==> config.mk <==
export PLATFORM = sky130hd
export DESIGN_NAME = pcx_rle_image_decoder_unit
export DESIGN_NICKNAME = d
export VERILOG_FILES = /design/src/hdl/pcxd_pkg.sv /design/src/hdl/pcx_rle_image_decoder_unit.sv /design/src/hdl/pcxd_cmd_fifo.sv /design/src/hdl/pcxd_front.sv /design/src/hdl/pcxd_back.sv
export SDC_FILE = /design/constraint.sdc
export NUM_CORES = 2
export LEC_CHECK = 0
export ABC_CLOCK_PERIOD_IN_PS = 13600
export BUFFER_PORTS_ARGS = -buffer_cell sky130_fd_sc_hd__buf_2
export CAP_MARGIN = 20
export CORE_MARGIN = 4
export CORE_UTILIZATION = 65
export CTS_CLUSTER_DIAMETER = 50
export CTS_CLUSTER_SIZE = 25
export DETAILED_ROUTE_END_ITERATION = 12
export GPL_TIMING_DRIVEN = 1
export PLACE_DENSITY_LB_ADDON = 0.12
export RECOVER_POWER = 50
export SETUP_SLACK_MARGIN = 0.2
export SYNTH_ARGS = -nofsm -noshare
export SYNTH_HDL_FRONTEND = slang
export SYNTH_SLANG_ARGS = --single-unit
==> constraint.sdc <==
create_clock -name clk -period 13.6 [get_ports clk]
set_clock_uncertainty 0.05 [all_clocks]
set_input_delay 2.72 -clock clk [delete_from_list [all_inputs] [get_ports clk]]
set_output_delay 2.72 -clock clk [all_outputs]
set_load 0.02 [all_outputs]
==> src/hdl/pcxd_pkg.sv <==
// ----------------------------------------------------------------------------
// PCX decoder package
// Types and constants shared by the front end, queue and back end.
// ----------------------------------------------------------------------------
package pcxd_pkg;

  localparam int HdrSize = 128;
  localparam int PalSize = 769;
  localparam int MinLen  = HdrSize + PalSize;

  localparam logic [6:0] PosManufacturer = 7'd0;
  localparam logic [6:0] PosEncoding     = 7'd2;
  localparam logic [6:0] PosBits         = 7'd3;
  localparam logic [6:0] PosXMin         = 7'd4;
  localparam logic [6:0] PosPlanes       = 7'd65;
  localparam logic [6:0] PosBplLow       = 7'd66;
  localparam logic [6:0] PosBplHigh      = 7'd67;

  localparam logic [7:0] ManufacturerId = 8'h0a;
  localparam logic [7:0] EncodingRle    = 8'h01;
  localparam logic [7:0] BitsPerPixel   = 8'h08;
  localparam logic [7:0] PlaneCount     = 8'h01;
  localparam logic [7:0] PaletteMarker  = 8'h0c;
  localparam logic [1:0] RunTag         = 2'b11;

  localparam int FifoDepth   = 4;
  localparam int FifoPtrBits = $clog2(FifoDepth);

  typedef enum logic [3:0] {
    ST_OK         = 4'd0,
    ST_SHORT      = 4'd1,
    ST_FORMAT     = 4'd2,
    ST_BOUNDS     = 4'd3,
    ST_NARROW     = 4'd4,
    ST_MARKER     = 4'd5,
    ST_RUN_CUT    = 4'd6,
    ST_OVERFLOW   = 4'd7,
    ST_INCOMPLETE = 4'd8
  } status_t;

  typedef struct packed {
    logic       is_status;
    status_t    status;
    logic [7:0] pix;
    logic [5:0] count;
  } cmd_t;

  typedef struct packed {
    logic [16:0] width;
    logic [15:0] bpl;
  } geom_t;

  typedef struct packed {
    logic        kind;
    logic [7:0]  pix;
    logic [15:0] col;
    logic [15:0] row;
    status_t     status;
    logic        last;
  } result_t;

  typedef enum logic {
    BK_IDLE,
    BK_RUN
  } back_state_t;

endpackage

==> src/hdl/pcx_rle_image_decoder_unit.sv <==
// ----------------------------------------------------------------------------
// PCX RLE image decoder
// Decodes an 8-bit single-plane PCX byte stream into pixels with positions
// and one final status result.
// ----------------------------------------------------------------------------
// The file length register must be written before the first byte. The front
// end takes one byte per cycle (header, literal, run prefix or run value)
// while the four-entry request queue is not full, so it goes on taking
// bytes while the back end still expands earlier requests. The back end
// takes each request from the queue and expands a pixel request into its
// decoded bytes (padding included, up to 63 for a run), one per cycle while
// the result is not stalled. The status result at the palette marker passes
// through the queue and the output register; the first pixel of a request
// passes through the queue, the back end's count and pixel registers and the
// output register. A stalled result holds the back end. Pixels in the line
// padding are dropped; bytes after the marker produce nothing.
module pcx_rle_image_decoder_unit #(
  parameter int LENGTH_BITS = 24
) (
  input  logic        clk,
  input  logic        rst,
  input  logic        cfg_wen,
  input  logic [23:0] cfg_wdata,
  input  logic        s_tvalid,
  output logic        s_tready,
  input  logic [7:0]  s_tdata,   // data_byte
  output logic        m_tvalid,
  input  logic        m_tready,
  output logic [47:0] m_tdata,   // pixel_index, col, row, status, zero pad
  output logic        m_tuser,   // kind
  output logic        m_tlast
);
  import pcxd_pkg::*;

  cmd_t    push_cmd;
  cmd_t    head;
  geom_t   geom;
  result_t res;
  logic    push;
  logic    pop;
  logic    empty;
  logic    full;

  pcxd_front #(
    .LENGTH_BITS(LENGTH_BITS)
  ) u_front (
    .clk       (clk),
    .rst       (rst),
    .cfg_wen   (cfg_wen),
    .cfg_wdata (cfg_wdata),
    .s_tvalid  (s_tvalid),
    .s_tready  (s_tready),
    .s_tdata   (s_tdata),
    .fifo_full (full),
    .push      (push),
    .cmd       (push_cmd),
    .geom      (geom)
  );

  pcxd_cmd_fifo u_fifo (
    .clk       (clk),
    .rst       (rst),
    .push      (push),
    .push_data (push_cmd),
    .pop       (pop),
    .head      (head),
    .empty     (empty),
    .full      (full)
  );

  pcxd_back u_back (
    .clk     (clk),
    .rst     (rst),
    .head    (head),
    .empty   (empty),
    .pop     (pop),
    .geom    (geom),
    .m_valid (m_tvalid),
    .m_ready (m_tready),
    .res     (res)
  );

  assign m_tdata = {4'd0, res.status, res.row, res.col, res.pix};
  assign m_tuser = res.kind;
  assign m_tlast = res.last;
endmodule

==> src/hdl/pcxd_cmd_fifo.sv <==
// ----------------------------------------------------------------------------
// PCX decoder command queue
// Short queue of decode commands between the front end and the back end.
// ----------------------------------------------------------------------------
module pcxd_cmd_fifo (
  input  logic           clk,
  input  logic           rst,
  input  logic           push,
  input  pcxd_pkg::cmd_t push_data,
  input  logic           pop,
  output pcxd_pkg::cmd_t head,
  output logic           empty,
  output logic           full
);
  import pcxd_pkg::*;

  cmd_t                   mem [FifoDepth];
  logic [FifoPtrBits-1:0] wptr;
  logic [FifoPtrBits-1:0] rptr;
  logic [FifoPtrBits:0]   fill;

  assign empty = (fill == '0);
  assign full  = (fill == (FifoPtrBits+1)'(FifoDepth));
  assign head  = mem[rptr];

  always_ff @(posedge clk) begin
    if (push) begin
      mem[wptr] <= push_data;
    end
  end

  always_ff @(posedge clk) begin
    if (rst) begin
      wptr <= '0;
      rptr <= '0;
      fill <= '0;
    end else begin
      if (push) begin
        wptr <= wptr + 1'b1;
      end
      if (pop) begin
        rptr <= rptr + 1'b1;
      end
      if (push && !pop) begin
        fill <= fill + 1'b1;
      end else if (pop && !push) begin
        fill <= fill - 1'b1;
      end
    end
  end
endmodule

==> src/hdl/pcxd_front.sv <==
// ----------------------------------------------------------------------------
// PCX decoder front end
// Tracks the byte position, parses and judges the header, splits the RLE
// stream into pixel and status requests and keeps the decoded byte count.
// ----------------------------------------------------------------------------
module pcxd_front #(
  parameter int LENGTH_BITS = 24
) (
  input  logic            clk,
  input  logic            rst,
  input  logic            cfg_wen,
  input  logic [23:0]     cfg_wdata,
  input  logic            s_tvalid,
  output logic            s_tready,
  input  logic [7:0]      s_tdata,
  input  logic            fifo_full,
  output logic            push,
  output pcxd_pkg::cmd_t  cmd,
  output pcxd_pkg::geom_t geom
);
  import pcxd_pkg::*;

  logic [23:0]            file_length;
  logic [LENGTH_BITS-1:0] pos;
  logic [15:0]            hf [5];
  logic                   format_ok;
  status_t                header_error;
  logic                   run_pending;
  logic [5:0]             run_count;
  logic [31:0]            decoded;
  status_t                first_error;
  logic [31:0]            total;

  logic [LENGTH_BITS-1:0] pos_next;
  logic [15:0]            hf_next [5];
  logic                   format_ok_next;
  status_t                header_error_next;
  logic                   run_pending_next;
  logic [5:0]             run_count_next;
  logic [31:0]            decoded_next;
  status_t                first_error_next;

  logic                   accept;
  logic [LENGTH_BITS-1:0] len;
  logic [LENGTH_BITS-1:0] marker;
  logic                   short_file;
  logic [6:0]             hp;
  logic [7:0]             b;
  logic [16:0]            width;
  logic [16:0]            height;
  logic [32:0]            product;
  logic [31:0]            remain;
  logic [15:0]            bpl_new;

  assign s_tready   = !fifo_full;
  assign accept     = s_tvalid && s_tready;
  assign len        = LENGTH_BITS'(file_length);
  assign marker     = len - LENGTH_BITS'(PalSize);
  assign short_file = len < LENGTH_BITS'(MinLen);
  assign hp         = pos[6:0];
  assign b          = s_tdata;
  assign width      = {1'b0, hf[2]} - {1'b0, hf[0]} + 17'd1;
  assign height     = {1'b0, hf[3]} - {1'b0, hf[1]} + 17'd1;
  assign product    = {17'b0, hf[4]} * {16'b0, height};
  assign remain     = total - decoded;
  assign bpl_new    = {b, hf[4][7:0]};

  always_comb begin
    pos_next          = pos;
    hf_next           = hf;
    format_ok_next    = format_ok;
    header_error_next = header_error;
    run_pending_next  = run_pending;
    run_count_next    = run_count;
    decoded_next      = decoded;
    first_error_next  = first_error;
    push              = 1'b0;
    cmd               = '{is_status: 1'b0, status: ST_OK, pix: b, count: 6'd1};

    if (accept) begin
      if (pos != '1) begin
        pos_next = pos + 1'b1;
      end
      if (pos < LENGTH_BITS'(HdrSize)) begin
        if ((hp == PosManufacturer && b != ManufacturerId) ||
            (hp == PosEncoding && b != EncodingRle) ||
            (hp == PosBits && b != BitsPerPixel) ||
            (hp == PosPlanes && b != PlaneCount)) begin
          format_ok_next = 1'b0;
        end
        for (int i = 0; i < 4; i++) begin
          if (hp == PosXMin + 7'(2 * i)) begin
            hf_next[i] = {hf[i][15:8], b};
          end
          if (hp == PosXMin + 7'(2 * i + 1)) begin
            hf_next[i] = {b, hf[i][7:0]};
          end
        end
        if (hp == PosBplLow) begin
          hf_next[4] = {hf[4][15:8], b};
        end
        if (hp == PosBplHigh) begin
          hf_next[4] = bpl_new;
        end
        priority if (hp == PosManufacturer && short_file) begin
          header_error_next = ST_SHORT;
          push              = 1'b1;
          cmd.is_status     = 1'b1;
          cmd.status        = ST_SHORT;
        end else if (hp == PosBplHigh && header_error == ST_OK) begin
          priority if (!format_ok) begin
            header_error_next = ST_FORMAT;
          end else if (hf[2] < hf[0] || hf[3] < hf[1]) begin
            header_error_next = ST_BOUNDS;
          end else if (bpl_new == 16'd0 || {1'b0, bpl_new} < width) begin
            header_error_next = ST_NARROW;
          end else begin
            header_error_next = ST_OK;
          end
        end else begin
          header_error_next = header_error;
        end
      end else if (!short_file && header_error != ST_SHORT) begin
        if (pos == marker) begin
          push          = 1'b1;
          cmd.is_status = 1'b1;
          priority if (header_error != ST_OK) begin
            cmd.status = header_error;
          end else if (b != PaletteMarker) begin
            cmd.status = ST_MARKER;
          end else if (first_error != ST_OK) begin
            cmd.status = first_error;
          end else if (run_pending) begin
            cmd.status = ST_RUN_CUT;
          end else if (decoded != total) begin
            cmd.status = ST_INCOMPLETE;
          end else begin
            cmd.status = ST_OK;
          end
        end else if (pos < marker && header_error == ST_OK &&
                     first_error == ST_OK && decoded < total) begin
          priority if (run_pending) begin
            run_pending_next = 1'b0;
            if ({26'b0, run_count} > remain) begin
              first_error_next = ST_OVERFLOW;
            end else begin
              push         = 1'b1;
              cmd.count    = run_count;
              decoded_next = decoded + {26'b0, run_count};
            end
          end else if (b[7:6] == RunTag) begin
            if (b[5:0] == 6'd0 || pos + 1'b1 == marker) begin
              first_error_next = ST_RUN_CUT;
            end else begin
              run_pending_next = 1'b1;
              run_count_next   = b[5:0];
            end
          end else begin
            push         = 1'b1;
            decoded_next = decoded + 32'd1;
          end
        end
      end
    end
  end

  always_ff @(posedge clk) begin
    if (rst) begin
      file_length  <= '0;
      pos          <= '0;
      hf           <= '{default: '0};
      format_ok    <= 1'b1;
      header_error <= ST_OK;
      run_pending  <= 1'b0;
      run_count    <= '0;
      decoded      <= '0;
      first_error  <= ST_OK;
    end else begin
      if (cfg_wen) begin
        file_length <= cfg_wdata;
      end
      pos          <= pos_next;
      hf           <= hf_next;
      format_ok    <= format_ok_next;
      header_error <= header_error_next;
      run_pending  <= run_pending_next;
      run_count    <= run_count_next;
      decoded      <= decoded_next;
      first_error  <= first_error_next;
    end
  end

  always_ff @(posedge clk) begin
    total      <= product[31:0];
    geom.width <= width;
    geom.bpl   <= hf[4];
  end
endmodule

==> src/hdl/pcxd_back.sv <==
// ----------------------------------------------------------------------------
// PCX decoder back end
// Expands pixel requests one decoded byte per cycle unless the output stalls,
// tracks column and row, drops line padding and drives the output register.
// ----------------------------------------------------------------------------
module pcxd_back (
  input  logic              clk,
  input  logic              rst,
  input  pcxd_pkg::cmd_t    head,
  input  logic              empty,
  output logic              pop,
  input  pcxd_pkg::geom_t   geom,
  output logic              m_valid,
  input  logic              m_ready,
  output pcxd_pkg::result_t res
);
  import pcxd_pkg::*;

  back_state_t state;
  back_state_t state_next;
  logic [5:0]  cnt;
  logic [7:0]  pix;
  logic [15:0] col;
  logic [15:0] row;

  logic        out_free;
  logic        step;
  logic        emit;
  logic        is_last;
  logic        wrap;
  logic [16:0] col_inc;
  logic [16:0] gap;
  logic [5:0]  rem;

  assign out_free = !m_valid || m_ready;

  always_comb begin
    state_next = state;
    unique case (state)
      BK_IDLE: begin
        if (pop && !head.is_status) begin
          state_next = BK_RUN;
        end
      end
      BK_RUN: begin
        if (step && cnt == 6'd1) begin
          state_next = BK_IDLE;
        end
      end
      default: state_next = BK_IDLE;
    endcase
  end

  always_comb begin
    pop     = (state == BK_IDLE) && !empty && out_free;
    step    = (state == BK_RUN) && out_free;
    col_inc = {1'b0, col} + 17'd1;
    gap     = {1'b0, geom.bpl} - {1'b0, col};
    rem     = cnt - 6'd1;
    emit    = {1'b0, col} < geom.width;
    is_last = (rem == 6'd0) || ((col_inc >= geom.width) && ({11'b0, rem} < gap));
    wrap    = col_inc >= {1'b0, geom.bpl};
  end

  always_ff @(posedge clk) begin
    if (rst) begin
      state   <= BK_IDLE;
      col     <= '0;
      row     <= '0;
      m_valid <= 1'b0;
    end else begin
      state <= state_next;
      if (step) begin
        col <= wrap ? 16'd0 : col_inc[15:0];
        row <= wrap ? row + 16'd1 : row;
      end
      if (out_free) begin
        m_valid <= (pop && head.is_status) || (step && emit);
      end
    end
  end

  always_ff @(posedge clk) begin
    if (pop && !head.is_status) begin
      cnt <= head.count;
      pix <= head.pix;
    end else if (step) begin
      cnt <= rem;
    end
    if (out_free) begin
      if (pop) begin
        res <= '{kind: 1'b1, pix: 8'd0, col: 16'd0, row: 16'd0,
                 status: head.status, last: 1'b1};
      end else begin
        res <= '{kind: 1'b0, pix: pix, col: col, row: row,
                 status: ST_OK, last: is_last};
      end
    end
  end
endmodule

==> qor.yml <==
status:
  outcome: "complete, but fails checks"
  violations: "max-capacitance violations, max-slew violations"
route:
  ant_nets: 0
  via_count: 26680
  routed.top_layer: "met4"
  via_per_inst: 5.994
  met3_length_microns: 7628
  met2WireLength_microns: 41430
  drt_iter0_markers: 2224
  drt-total-wl_microns: 91490
  drc_errors: 0
  wl_met1_microns: 38990
  wl_per_cell_microns: 20.55
  first_pass_iters: 6
critical_path:
  slowest_stage: "fa_1"
  critPathMaxStageDelay_ns: 0.55
  critPathCaptureType: "register"
  r2r_cells: 36
  cp_max_fo: 16
  crit_top_cell: "fa_1"
  cp.arrival_ns: 9.64
  cp-start-kind: "register"
  required_ns: 14.03
  worstSetupPathType: "register to register"
synth:
  synth-edff-count: 136
  synth_cell_types: 103
  synth_seq_area_share: 0.2846
  synth_ff_type: "dfxtp_1"
  synthCells: 3721
  synth_seq_cells: 417
  ys_warn_count: 0
  netlist.area_leader.share: 0.1649
  async_flop_share: 0
  netlist_top_cells_area: "dfxtp_1 (16%), fa_1 (13%), ha_1 (12%), edfxtp_1 (12%), inv_1 (5.1%)"
  syn_area_sq_um: 34120
  yosysTopAreaCell: "dfxtp_1"
  avgSynthCellArea_sq_um: 9.169
timing:
  fmax_ghz: 0.1086
  finalSetupViolCount: 0
  finalCritPeriodShare: 0.6768
  finalCriticalPeriod_ns: 9.204
  hold_viol: 0
  relSlewSlack: -1.933
  tightest_slew_ns: 4.400
  drv_slew: 433
  fin_tns_setup_ns: 0
  rsz0062_at_grt: "false"
finish:
  layout.nets: 4334
  layout_commonest_cell: "inv_1"
  syn2layout_area_growth_pct: 6.164
  fin_area_sq_um: 36220
  final_layout_size_suffix_gt1_frac: 0.06421
  layout_common_cells: "inv_1 (462), nand2_1 (410), ha_1 (334)"
floorplanning:
  initial_utilization: 0.6611
  pin_count: 89
  core_area_sq_um: 51610
  fp.dieW_microns: 237.1
  die_area_sq_um: 56220
  die_h_microns: 237.1
  num_rows: 83
placement:
  io_buffers: 84
  dpl-instance-area_sq_um: 34890
  dp_hpwl_microns: 69790
  routabilityCongestion: 0.9496
clocking:
  cts_resized: 0
  clock_latency_ns: 0.58
  cts_tree: "built"
  cts.clk_slew.worst_paths_ns: 0.07
  numCtsBuffers: 42
  cts_setup_buffers: 0
  htree_levels: 2
  clock-sinks: 417
  cts_buffer_depth: 3
  cts_root_buf: "clkbuf_16"
  ctsHoldBuffers: 0
pwr:
  p_per_area_nw_per_um2: 88.55
  leakage_nw: 15.91
  ir_drop_mv: 0.1174
min_path:
  holdPathStages: 2
  hp-class: "register to register"
global_routing:
  grt_max_degree: 102
  grt_pass1_wl_microns: 145500
  grtUsageTotal: 0.3234
  overflow: 0
  grt_pass1_vias: 26690
  antenna_found_initial: 3
run:
  cap_violations: 11
-- layout make-up --
type,instances,area (sq um)
diodes,3,7.507
well taps,680,850.8
repair buffers,125,603.1
fillers,4025,15390
inverters,462,1734
multi-input cells,2688,21880
flip-flops and latches,417,9709
clock inverters,29,312.8
clock buffers,48,1126
-- critical path, delay by kind of cell (launching register included) --
family | cells | cell delay [ns]
AND/OR/NAND/NOR | 6 | 0.84
buffers and inverters | 6 | 0.51
XOR/XNOR | 2 | 0.30
AO/OA/AOI/OAI | 12 | 2.74
flip-flops | 1 | 0.36
adder cells (fa/ha/maj) | 10 | 4.32
-- stage by stage --
stage	power, mW	std cells	utilization	setup WS, ns	hold slack [ns]
after floorplan	1.857	3724	-	5.334	0.2790
after global placement	2.022	4370	0.6760	4.604	0.3922
after detailed placement	2.043	4370	0.6760	4.562	0.3977
after CTS	3.234	4447	0.7039	4.479	0.4081
after global routing	3.333	4450	0.7017	3.789	0.4303
final	3.207	4452	0.7018	4.396	0.4075
-- registers in the layout, summed over array words and instances, names as in the netlist, 2 cells and up, named ones only --
name,count
u_back.res,46
u_front.bpl_new,8
u_front.hf,72
u_back.row,16
u_back.col,16
u_front.pos,24
u_front.decoded,32
u_fifo.rptr,2
u_front.geom,33
u_front.header_error,3
u_fifo.fill,3
u_back.pix,8
u_front.total,32
u_front.first_error,2
u_front.run_count,6
u_fifo.wptr,2
u_back.cnt,6
u_front.file_length,24
u_fifo.mem,76
-- cell usage after synthesis, drive strengths merged (13+ instances only) --
cell and instances:
inv 462, nand3 81, and2 188, ha 334
nor3 46, nand2 410, xnor2 110, and3 29
o21bai 18, nand4 50, o21a 20, mux2 35
edfxtp 136, nor2b 28, mux2i 72, a21o 46
a31oi 21, nand2b 39, o31ai 13, or3 19
xor2 74, mux4 19, nor4 54, fa 227
clkbuf 126, o21ai 104, a21oi 192, buf 29
o211ai 14, a211oi 23, dfxtp 281, nor2 287
-- power by group --
part,switching [mW],internal (mW)
clock,0.551,0.644
combinational,0.377,0.194
sequential,0.0512,1.39
-- per-layer routing --
layer	global-route usage	vias to the layer above
li1	-	12510
met1	0.4526	12960
met2	0.5115	1027
met3	0.06103	189
met4	0.1076	0
met5	0	-
-- kinds of logic after synthesis --
family,synth area share
mux,0.04764
fa+ha+maj,0.2557
flops,0.2846
simple gates,0.1875
other cells,0.0001099
buf+inv,0.07532
compound gates,0.09931
xor+xnor,0.04991
-- final timing paths --
check                           end            from  slack (ns)
setup / recovery  u_front.total[30]  u_front.hf[17]        4.40
setup reg to reg  u_front.total[30]  u_front.hf[17]        4.40
hold / removal       u_front.hf[78]  u_front.hf[78]        0.41
hold reg to reg      u_front.hf[78]  u_front.hf[78]        0.41
No activity file was read; power rests on OpenSTA's default activity.
